$ cat config.mk
export PLATFORM = sky130hd
export DESIGN_NAME = premultiplied_pixel_format_converter_top
export DESIGN_NICKNAME = d
export VERILOG_FILES = /design/src/sv/ppfc_pkg.sv /design/src/sv/premultiplied_pixel_format_converter_top.sv /design/src/sv/ppfc_udiv.sv
export SDC_FILE = /design/constraint.sdc
export NUM_CORES = 2
export LEC_CHECK = 0
export BUFFER_PORTS_ARGS = -buffer_cell sky130_fd_sc_hd__buf_2
export CORE_AREA = 2 2 469 378
export CTS_CLUSTER_DIAMETER = 200
export DETAILED_ROUTE_END_ITERATION = 12
export DIE_AREA = 0 0 471 380
export PLACE_DENSITY = 0.74
export SLEW_MARGIN = 20
export SYNTH_ARGS = -nofsm -noshare
export SYNTH_HDL_FRONTEND = slang
export SYNTH_HIERARCHICAL = 1
export SYNTH_SLANG_ARGS = --single-unit
$ cat constraint.sdc
create_clock -name clk -period 8.1 [get_ports clk]
set_input_delay 0 -clock clk [delete_from_list [all_inputs] [get_ports clk]]
set_output_delay 0 -clock clk [all_outputs]
set_load 0.01 [all_outputs]
$ cat src/sv/ppfc_pkg.sv
// ----------------------------------------------------------------------------
// ppfc_pkg
// Shared modes, constants and small arithmetic helpers for the premultiplied
// pixel format converter.
// ----------------------------------------------------------------------------
package ppfc_pkg;

  typedef enum logic [2:0] {
    MODE_TO_ARGB8 = 3'd0,
    MODE_UNPREMUL = 3'd1,
    MODE_PREMUL   = 3'd2,
    MODE_WIDEN    = 3'd3,
    MODE_BLEND    = 3'd4
  } conv_mode_t;

  localparam int unsigned FxShift = 15;
  localparam logic [15:0] OneFx   = 16'h8000;
  localparam logic [7:0]  Max8    = 8'hFF;
  localparam int unsigned QuotW   = 8;
  localparam int unsigned NumW    = 24;
  localparam int unsigned DenW    = 16;

  // x*255 by shift and subtract
  function automatic logic [23:0] mul255(input logic [15:0] x);
    mul255 = {x, 8'h00} - {8'h00, x};
  endfunction

  // 1.15 value scaled to 8 bits, before saturation
  function automatic logic [8:0] narrow9(input logic [15:0] x);
    logic [23:0] p;
    p = mul255(x);
    narrow9 = p[23:15];
  endfunction

  // lower estimate of (x<<15)/255, at most one short
  function automatic logic [15:0] widen_est(input logic [7:0] x);
    widen_est = {1'b0, x, 7'h00} + {9'h000, x[7:1]};
  endfunction

  // fix the estimate up by one where the remainder is still 255 or more
  function automatic logic [15:0] widen_fix(input logic [7:0] x, input logic [15:0] est);
    logic [23:0] rem;
    rem = {1'b0, x, 15'h0000} - mul255(est);
    widen_fix = (rem >= 24'd255) ? est + 16'd1 : est;
  endfunction

endpackage

$ cat src/sv/premultiplied_pixel_format_converter_top.sv
// ----------------------------------------------------------------------------
// premultiplied_pixel_format_converter_top
// Converts one pixel per item between ARGB8/RGB8 and premultiplied 1.15 ARGB.
// ----------------------------------------------------------------------------
// An item is taken at every clock edge with start high; busy is always low,
// so one pixel per cycle is sustained. Each result appears on the output
// ports with done high once it has passed through the pipeline; the depth
// is set by the four-stage divider used for un-premultiplying, and
// every mode runs through the same seven stages so results stay in order.
// The receiver cannot stall. conv_mode is sampled with each item.
module premultiplied_pixel_format_converter_top
  import ppfc_pkg::*;
(
  input  logic        clk,
  input  logic        rst,
  input  logic        start,
  output logic        busy,
  input  logic        cfg_wr_en,
  input  logic [2:0]  cfg_wr_data,
  input  logic [15:0] comp_a,
  input  logic [15:0] comp_r,
  input  logic [15:0] comp_g,
  input  logic [15:0] comp_b,
  input  logic [7:0]  dest_r,
  input  logic [7:0]  dest_g,
  input  logic [7:0]  dest_b,
  input  logic        last_pixel,
  output logic        done,
  output logic [15:0] out_a,
  output logic [15:0] out_r,
  output logic [15:0] out_g,
  output logic [15:0] out_b,
  output logic        alpha_zero,
  output logic        clipped,
  output logic        last_out
);

  logic [2:0] conv_mode;

  always_ff @(posedge clk) begin
    if (rst) begin
      conv_mode <= MODE_TO_ARGB8;
    end else if (cfg_wr_en) begin
      conv_mode <= cfg_wr_data;
    end
  end

  assign busy = 1'b0;

  // valid, mode and last travel together down stages 1 to 6
  logic       vld  [1:6];
  logic [2:0] mode [1:6];
  logic       lst  [1:6];

  always_ff @(posedge clk) begin
    if (rst) begin
      for (int s = 1; s <= 6; s++) vld[s] <= 1'b0;
    end else begin
      vld[1] <= start;
      for (int s = 2; s <= 6; s++) vld[s] <= vld[s-1];
    end
  end

  always_ff @(posedge clk) begin
    mode[1] <= conv_mode;
    lst[1]  <= last_pixel;
    for (int s = 2; s <= 6; s++) begin
      mode[s] <= mode[s-1];
      lst[s]  <= lst[s-1];
    end
  end

  // stage 1: input register
  logic [15:0] a1;
  logic [15:0] c1 [3];
  logic [7:0]  d1 [3];

  always_ff @(posedge clk) begin
    a1    <= comp_a;
    c1[0] <= comp_r;
    c1[1] <= comp_g;
    c1[2] <= comp_b;
    d1[0] <= dest_r;
    d1[1] <= dest_g;
    d1[2] <= dest_b;
  end

  // stage 2: scaling products, widening estimates, divider operands
  logic [8:0]  nar2 [4];
  logic [8:0]  src2 [3];
  logic [7:0]  dst2 [3];
  logic [15:0] west2 [3];
  logic [15:0] aest2;
  logic [7:0]  a8_2;
  logic [7:0]  c8_2 [3];
  logic [NumW-1:0] num2 [3];
  logic [DenW-1:0] den2;
  logic        ovf2 [3];
  logic        az2;

  logic [15:0] inv1;
  assign inv1 = (a1 >= OneFx) ? 16'h0000 : OneFx - a1;

  always_ff @(posedge clk) begin
    logic [23:0] tp;
    nar2[0] <= narrow9(a1);
    aest2   <= widen_est(a1[7:0]);
    a8_2    <= a1[7:0];
    den2    <= a1;
    az2     <= (a1 == 16'h0000);
    for (int i = 0; i < 3; i++) begin
      tp         = inv1 * {8'h00, d1[i]};
      nar2[i+1]  <= narrow9(c1[i]);
      src2[i]    <= narrow9(c1[i]);
      dst2[i]    <= tp[22:15];
      west2[i]   <= widen_est(c1[i][7:0]);
      c8_2[i]    <= c1[i][7:0];
      num2[i]    <= mul255(c1[i]);
      ovf2[i]    <= mul255(c1[i]) >= {a1, 8'h00};
    end
  end

  // stage 3: results of the simple modes settle here
  logic [15:0] res3 [4];
  logic        clip3;
  logic [15:0] al3;
  logic [7:0]  c8_3 [3];

  logic [15:0] res3_next [4];
  logic        clip3_next;

  always_comb begin
    logic [9:0] sum;
    for (int i = 0; i < 4; i++) res3_next[i] = '0;
    clip3_next = 1'b0;
    case (mode[2])
      MODE_TO_ARGB8: begin
        for (int i = 0; i < 4; i++) begin
          res3_next[i] = (nar2[i] > 9'd255) ? {8'h00, Max8} : {7'h00, nar2[i]};
          if (nar2[i] > 9'd255) clip3_next = 1'b1;
        end
      end
      MODE_WIDEN: begin
        res3_next[0] = OneFx;
        for (int i = 0; i < 3; i++) res3_next[i+1] = widen_fix(c8_2[i], west2[i]);
      end
      MODE_BLEND: begin
        for (int i = 0; i < 3; i++) begin
          sum = {1'b0, src2[i]} + {2'b00, dst2[i]};
          res3_next[i+1] = (sum > 10'd255) ? {8'h00, Max8} : {6'h00, sum};
          if (sum > 10'd255) clip3_next = 1'b1;
        end
      end
      default: begin
        for (int i = 0; i < 4; i++) res3_next[i] = '0;
      end
    endcase
  end

  always_ff @(posedge clk) begin
    res3  <= res3_next;
    clip3 <= clip3_next;
    al3   <= widen_fix(a8_2, aest2);
    c8_3  <= c8_2;
  end

  // stage 4: premultiply products
  logic [22:0] p4 [3];
  logic [15:0] al4;

  always_ff @(posedge clk) begin
    logic [23:0] pp;
    al4 <= al3;
    for (int i = 0; i < 3; i++) begin
      pp    = {8'h00, al3} * {16'h0000, c8_3[i]};
      p4[i] <= pp[22:0];
    end
  end

  // stage 5: reciprocal estimate of p/255
  logic [22:0] p5 [3];
  logic [14:0] qe5 [3];
  logic [15:0] al5;

  always_ff @(posedge clk) begin
    logic [38:0] pm;
    al5 <= al4;
    for (int i = 0; i < 3; i++) begin
      pm     = {16'h0000, p4[i]} * 39'd32896;
      p5[i]  <= p4[i];
      qe5[i] <= pm[37:23];
    end
  end

  // stage 6: correction of p/255; full-scale colour reaches the alpha value
  logic [15:0] q6 [3];
  logic [15:0] al6;

  always_ff @(posedge clk) begin
    logic [22:0] r;
    al6 <= al5;
    for (int i = 0; i < 3; i++) begin
      r     = p5[i] - ({qe5[i], 8'h00} - {8'h00, qe5[i]});
      q6[i] <= (r >= 23'd255) ? {1'b0, qe5[i]} + 16'd1 : {1'b0, qe5[i]};
    end
  end

  // delay lines for the stage-3 results and the divider flags
  logic [15:0] res4 [4], res5 [4], res6 [4];
  logic        clip4, clip5, clip6;
  logic        ovf3 [3], ovf4 [3], ovf5 [3], ovf6 [3];
  logic        az3, az4, az5, az6;

  always_ff @(posedge clk) begin
    res4  <= res3;  res5  <= res4;  res6  <= res5;
    clip4 <= clip3; clip5 <= clip4; clip6 <= clip5;
    ovf3  <= ovf2;  ovf4  <= ovf3;  ovf5  <= ovf4;  ovf6 <= ovf5;
    az3   <= az2;   az4   <= az3;   az5   <= az4;   az6  <= az5;
  end

  // un-premultiply: colour*255 / alpha, quotient ready at stage 6
  logic [QuotW-1:0] dq6 [3];

  for (genvar i = 0; i < 3; i++) begin : g_div
    ppfc_udiv u_div (
      .clk (clk),
      .num (num2[i]),
      .den (den2),
      .quo (dq6[i])
    );
  end

  // stage 7: output register
  always_ff @(posedge clk) begin
    if (rst) begin
      done <= 1'b0;
    end else begin
      done <= vld[6];
    end
  end

  always_ff @(posedge clk) begin
    last_out <= lst[6];
    case (mode[6])
      MODE_UNPREMUL: begin
        out_a      <= '0;
        out_r      <= az6 ? 16'h0000 : (ovf6[0] ? {8'h00, Max8} : {8'h00, dq6[0]});
        out_g      <= az6 ? 16'h0000 : (ovf6[1] ? {8'h00, Max8} : {8'h00, dq6[1]});
        out_b      <= az6 ? 16'h0000 : (ovf6[2] ? {8'h00, Max8} : {8'h00, dq6[2]});
        alpha_zero <= az6;
        clipped    <= !az6 && (ovf6[0] || ovf6[1] || ovf6[2]);
      end
      MODE_PREMUL: begin
        out_a      <= al6;
        out_r      <= q6[0];
        out_g      <= q6[1];
        out_b      <= q6[2];
        alpha_zero <= 1'b0;
        clipped    <= 1'b0;
      end
      default: begin
        out_a      <= res6[0];
        out_r      <= res6[1];
        out_g      <= res6[2];
        out_b      <= res6[3];
        alpha_zero <= 1'b0;
        clipped    <= clip6;
      end
    endcase
  end

`ifndef SYNTHESIS
  a_latency: assert property (@(posedge clk) disable iff (rst) start |-> ##7 done)
    else $error("item accepted without a result seven cycles later");
  a_no_spurious: assert property (@(posedge clk) disable iff (rst)
    done |-> $past(start, 7))
    else $error("result without a matching item");
  a_azero_black: assert property (@(posedge clk) disable iff (rst)
    (done && alpha_zero) |-> (out_r == 16'h0000 && out_g == 16'h0000 &&
                              out_b == 16'h0000 && !clipped))
    else $error("zero alpha gave a non-black pixel or a clip");
`endif

endmodule

$ cat src/sv/ppfc_udiv.sv
// ----------------------------------------------------------------------------
// ppfc_udiv
// Pipelined restoring divider with an 8-bit quotient; two quotient bits per
// stage, four register stages. The numerator must be below den << 8.
// ----------------------------------------------------------------------------
module ppfc_udiv
  import ppfc_pkg::*;
(
  input  logic               clk,
  input  logic [NumW-1:0]    num,
  input  logic [DenW-1:0]    den,
  output logic [QuotW-1:0]   quo
);

  localparam int unsigned Stages = QuotW / 2;

  logic [NumW-1:0]  rem  [Stages+1];
  logic [DenW-1:0]  dsr  [Stages+1];
  logic [QuotW-1:0] qacc [Stages+1];

  assign rem[0]  = num;
  assign dsr[0]  = den;
  assign qacc[0] = '0;

  for (genvar k = 0; k < Stages; k++) begin : g_stage
    logic [NumW-1:0]  rem_next;
    logic [QuotW-1:0] q_next;

    always_comb begin
      logic [NumW-1:0] trial;
      logic [NumW-1:0] r;
      r      = rem[k];
      q_next = qacc[k];
      for (int j = 0; j < 2; j++) begin
        trial = NumW'(dsr[k]) << (QuotW - 1 - 2 * k - j);
        if (r >= trial) begin
          r = r - trial;
          q_next[QuotW - 1 - 2 * k - j] = 1'b1;
        end
      end
      rem_next = r;
    end

    always_ff @(posedge clk) begin
      rem[k+1]  <= rem_next;
      dsr[k+1]  <= dsr[k];
      qacc[k+1] <= q_next;
    end
  end

  assign quo = qacc[Stages];

endmodule
Word-level counts from Yosys, hierarchy flattened --
Memory sizes are Yosys's and may differ from the RTL's. A register that Yosys moved wholly into a read port is not among the register bits. Cells that the tools add are included. Widths: inputs -> output; s select.
Word-level totals: register bits 841, bits in writable memories 540, input port bits 96, output and inout bits 69, word-level logic and storage cells 310, memories kept 14
Cells by class: $add $sub $neg 54, $mul 9, order comparisons 42, eq/ne operators 4, mux-type cells 72, bitwise operators 6, reductions and logical operators 6
Memory list:
- num2 | depth 3, bits a word 24, read ports 3, clocked after memory_dff 0, wr ports 3, line premultiplied_pixel_format_converter_top.sv:96 | logic [NumW-1:0] num2 [3];
- p4 | depth 3, bits a word 23, read ports 3, clocked after memory_dff 0, wr ports 3, line premultiplied_pixel_format_converter_top.sv:168 | logic [22:0] p4 [3];
- p5 | depth 3, bits a word 23, read ports 3, clocked after memory_dff 0, wr ports 3, line premultiplied_pixel_format_converter_top.sv:181 | logic [22:0] p5 [3];
- c1 | depth 3, bits a word 16, read ports 3, clocked after memory_dff 0, wr ports 3, line premultiplied_pixel_format_converter_top.sv:75 | logic [15:0] c1 [3];
- q6 | depth 3, bits a word 16, read ports 3, clocked after memory_dff 0, wr ports 3, line premultiplied_pixel_format_converter_top.sv:196 | logic [15:0] q6 [3];
- west2 | depth 3, bits a word 16, read ports 3, clocked after memory_dff 0, wr ports 3, line premultiplied_pixel_format_converter_top.sv:92 | logic [15:0] west2 [3];
- 8 more memories
Operators by type and width (count):
- $mux 24 | 21
- $sub 24x16->24 | 8
- $pmux 16 s2 | 5
- $pmux 48 s3 | 1
- $mul 16x8->23 | 6
- $mux 16 | 8
- $ge 24x8->1 const B | 4
- $sub 23x24->24 | 4
- $mul 23x9->31 const B | 3
- $ge 24x16->1 | 3
- $ge 24x17->1 | 3
- $ge 24x18->1 | 3
- $ge 24x19->1 | 3
- $ge 24x20->1 | 3
- $ge 24x21->1 | 3
- $ge 24x22->1 | 3
- $ge 24x23->1 | 3
- $ge 24x24->1 | 3
- $sub 24x17->24 | 3
- $sub 24x18->24 | 3
- $sub 24x19->24 | 3
- $sub 24x20->24 | 3
- $sub 24x21->24 | 3
- $sub 24x22->24 | 3
- 26 further kinds | 88

Longest topological paths before layout --
An unclocked memory read counts as a cell.
word-level depth 7, depth in mapped cells 27, mapped depth without buffers 26

Hierarchy --
The synthesis kept the hierarchy.
Modules (own cells, without submodules):
- premultiplied_pixel_format_converter_top | times used 1, cells an instance 5656, area each 55752.2 µm², sequential area each 18137.4 µm²
- ppfc_udiv (g_div[1].u_div ...) | times used 2, cells an instance 1208, area each 10212.3 µm², sequential area each 2802.7 µm²
- ppfc_udiv (g_div[0].u_div) | times used 1, cells an instance 1223, area each 10521.3 µm², sequential area each 2802.7 µm²

Worst setup path before layout --
OpenSTA, ideal clock, no wires.
kind reg-to-reg, from register a1[4], to memory dst2[1][7], in the netlist dst2[0][15], setup time 0.072 ns, arrival time 5.910 ns, data required time 8.028 ns, setup slack 2.117 ns, stages on the path, launching flop included 25, buffers on the path 1, clock period less this slack 5.983 ns, path through dfxtp_1 -> nor4_1 -> and3_1 -> nand2_1 -> or2_2 -> nor3_1 -> xnor2_1 -> nor2_1 -> clkbuf_1 -> nand2_1 -> fa_1 -> fa_1 -> inv_1 -> fa_1 -> inv_1 -> fa_1 -> inv_1 -> ha_1 -> or3_1 -> o211a_1 -> o21a_1 -> o21a_1 -> o21a_1 -> nor2_1 -> xnor2_1
RTL lines:
- start: declaration | line premultiplied_pixel_format_converter_top.sv:74 | logic [15:0] a1;
- start signal: assignment | line premultiplied_pixel_format_converter_top.sv:79 | a1 <= comp_a;
- end: declaration | line premultiplied_pixel_format_converter_top.sv:91 | logic [7:0] dst2 [3];

==> flow_metrics.py <==
metrics = {
    "die": {
        "num_io_pins": 165,
        "die-width_um": 471,
        "die_area_um2": 179000,
        "height_of_the_die_um": 380,
        "floorplan.initialDensity_pct": 49.88,
        "placeableCoreArea_um2": 173800,
        "std_cell_rows": 137,
    },
    "sta": {
        "fin_setup_tns_ps": 0,
        "timing_max_transition_violations_final": 0,
        "finalHoldViolCount": 0,
        "final.setup_skew_ps": 35.92,
        "final.hold.worst_slack_ps": 115.3,
        "rsz0062_at_grt": "false",
        "actual_transition_at_the_worst_max_transition_pin_ps": 1091,
        "final_critical_path_share_of_the_clock_period_pct": 85.21,
        "slew_headroom_pct": 27.11,
        "report.final.setup_viol": 0,
        "finalCriticalPeriod_ps": 6902,
        "max_freq_mhz": 144.9,
    },
    "critical_path": {
        "crit_start": "a1[4]",
        "path_class": "reg2reg",
        "worst-endpoint-required_ps": 8800,
        "reg2reg_slack_ps": 1200,
        "worstPathMaxFanout": 24,
        "worst-endpoint-arrival_ps": 7600,
        "timing.critical_path.to_type": "flip-flop",
        "rr_startpoint": "a1[4]",
        "startpoint_type": "flip-flop",
    },
    "logic_synthesis": {
        "number_of_instances_in_the_synthesized_netlist": 9295,
        "yosys_warnings": 6,
        "synth-edff-count": 0,
        "synthMostInstantiatedCell": "dfxtp_1",
        "synthFlopType": "dfxtp_1",
        "yosys.area.top_type_share_pct": 30.62,
        "syn_area_um2": 86700,
        "synthXorXnorAreaFrac_pct": 6.069,
        "synth.area.mux_share_pct": 2.481,
        "compound_cell_area_share_of_the_yosys_netlist_pct": 13.13,
        "synth-seq-area-share_pct": 30.62,
        "postSynthRegisterBits": 1326,
        "yosys.area_share.simple_pct": 15.34,
        "synth_top_cells_by_area": "dfxtp_1 31%, ha_1 14%, fa_1 12%",
        "ys_types": 105,
        "ranking_of_synthesized_cells_by_instance_count": "1326 x dfxtp_1, 1071 x inv_1, 983 x ha_1",
        "syn_area_per_cell_um2": 9.327,
        "dominant_combinational_cell_family_by_area_after_synthesis": "adder cells",
        "ys_async_sr_fraction_pct": 0,
        "synth_area_leader_cell": "dfxtp_1",
        "post_synth_fa_ha_maj_area_fraction_pct": 26.66,
    },
    "global_route": {
        "initial_antenna_violation_count": 14,
        "grt_overflow": 0,
        "grt_pass1_wl_um": 371400,
        "first_global_vias": 67125,
        "grt_max_degree": 65,
        "grt.total_usage_pct": 25.99,
    },
    "route": {
        "drt_iter0_drc": 5906,
        "route.final.wire_length_um": 236700,
        "route.detailed.wl_per_inst_um": 19.63,
        "drcViolationCount": 0,
        "routed-via-count": 67634,
        "ant_nets": 0,
        "via_per_instance_ratio": 5.610,
        "dr.pass1.iters": 6,
    },
    "pwr": {
        "ir_worst_vdd_v": 0.0003151,
        "pwr_density_cell_nw_per_um2": 429.5,
        "post_layout_power_mw": 41.56,
        "total_leakage_power_nw": 45.20,
    },
    "cts": {
        "insertion_delay_ps": 780,
        "cts.root.buffer_cell": "clkbuf_16",
        "tritoncts.num_buffers": 136,
        "tritoncts_num_sinks": 1326,
        "number_of_post_cts_setup_repair_buffers": 0,
        "cts.repair.resized": 0,
        "clkTransAtPathRegs_ps": 60,
        "cts_tree": "built",
        "cts_hold_buffers": 194,
        "cts_htree_levels": 4,
        "ctsLongestPathBuffers": 3,
    },
    "cells_and_area": {
        "post_route_cells_drive_above_1_share_pct": 7.139,
        "fin_area_um2": 96770,
        "finish.net_count": 11258,
        "synthToLayoutAreaGrowth_pct": 11.61,
        "seq_area_um2": 26550,
        "n_fill_cell": 15092,
        "multiInputGateArea_um2": 55290,
    },
    "job": {
        "maxCapViolations": 0,
    },
    "placement": {
        "dpl.hpwl_um": 185100,
        "globalplace.congestion": 0.9693,
        "placement.cell_area_um2": 90100,
        "port_buffers": 163,
    },
    "run_status": {
        "status": "completed",
    },
    "min_path": {
        "min-delay-start": "rst",
        "hold_path_class": "in2reg",
    },
}
==> worst max-delay path, stage by stage (launching register included) <==
cell and delay (ps):
dfxtp_1 390, nor4_1 540, and3_1 340, nand2_1 150, nor2_1 150, xnor2_1 140
nor2_1 60, buf_4 250, and2_1 200, fa_1 500, fa_1 460, fa_1 560
inv_1 60, fa_1 540, inv_1 50, ha_1 310, a21o_1 170, a21o_1 180
a21o_1 170, a21oi_1 230, nand2_1 80, o221ai_1 370, o211ai_1 250, nor4_1 240
nor3_1 120, a21oi_1 190, xnor2_1 130
==> logic make-up (layout without fill, tap and decap cells) <==
family,after synthesis,in the layout
simple gates,2621,2621
compound gates,1732,1732
fa+ha+maj,1523,1523
flops,1326,1326
buf+inv,1301,1750
xor+xnor,599,599
mux,192,192
other cells,1,19
==> placed cells by master, fill, tap and decap left out, types with 65 or more instances in the layout <==
cell type,n
buf_4,68
nand3_1,125
o21ai_0,319
nor2b_1,111
nor2_1,489
dlygate4sd3_1,194
o21ai_1,69
and2_1,520
inv_1,1071
a211oi_1,72
a21oi_1,440
nand2_1,709
dfxtp_1,1324
ha_1,983
o21a_1,109
nand4_1,92
nor3_1,196
fa_1,540
nand2b_1,65
a21o_1,217
buf_2,163
mux2_2,127
clkbuf_16,139
xor2_1,167
xnor2_1,431
==> per-stage QoR <==
step	worst slack [ps]	utilization, %	cells
finish	1198	55.67	12055
CTS	1299	55.65	12042
global placement	1439	51.83	11600
detailed placement	1351	51.83	11600
global route	671.3	55.67	12050
floorplan	2117	-	9300
==> power by group <==
group	internal [mW]	switching [mW]	total, mW	leakage [nW]
clock network	3.75	2.80	6.54	2.28
logic	11.2	14.2	25.4	31.8
registers	8.25	1.39	9.63	11.1
total	23.2	18.4	41.6	45.2
==> routing by layer <==
| metal | wire length [um] | global-route usage, % | vias up | share of wire (%) |
|---|---|---|---|---|
| li1 | - | - | 32186 | - |
| met1 | 106200 | 36.13 | 32493 | 45 |
| met2 | 101600 | 39.67 | 2456 | 43 |
| met3 | 18980 | 5.157 | 493 | 8.0 |
| met4 | 9864 | 10.19 | 6 | 4.2 |
| met5 | 39 | 0 | - | 0.016 |
==> layout make-up <==
type | count | area share [%]
inverters | 1076 | 4.174
diodes | 13 | 0.03362
flip-flops and latches | 1326 | 27.43
well taps | 2293 | 2.965
clock buffers | 165 | 3.830
multi-input cells | 6673 | 57.14
clock inverters | 83 | 1.025
repair buffers | 426 | 3.398
==> state kept, by name, indices dropped and copies added, names as in the netlist, 18 cells and up <==
signal                      cells
c1                             48
c8_2                           21
c8_3                           24
d1                             24
dst2                           24
g_div.u_div/dsr               144
g_div.u_div/g_stage.q_next     36
g_div.u_div/quo                24
g_div.u_div/rem               216
mode                           18
nar2                           33
num2                           44
p4                             69
p5                             69
q6                             48
qe5                            45
res3                           58
res4                           58
res5                           58
res6                           58
==> path summary, 6_finish.rpt <==
path	to	cells past startpoint
worst max-delay path	dst2[0][23]	26
worst min-delay path	vld[4]	3
worst max register to register	dst2[0][23]	26
worst min register to register	res5[21]	0
(Power assumes the default switching activity.)
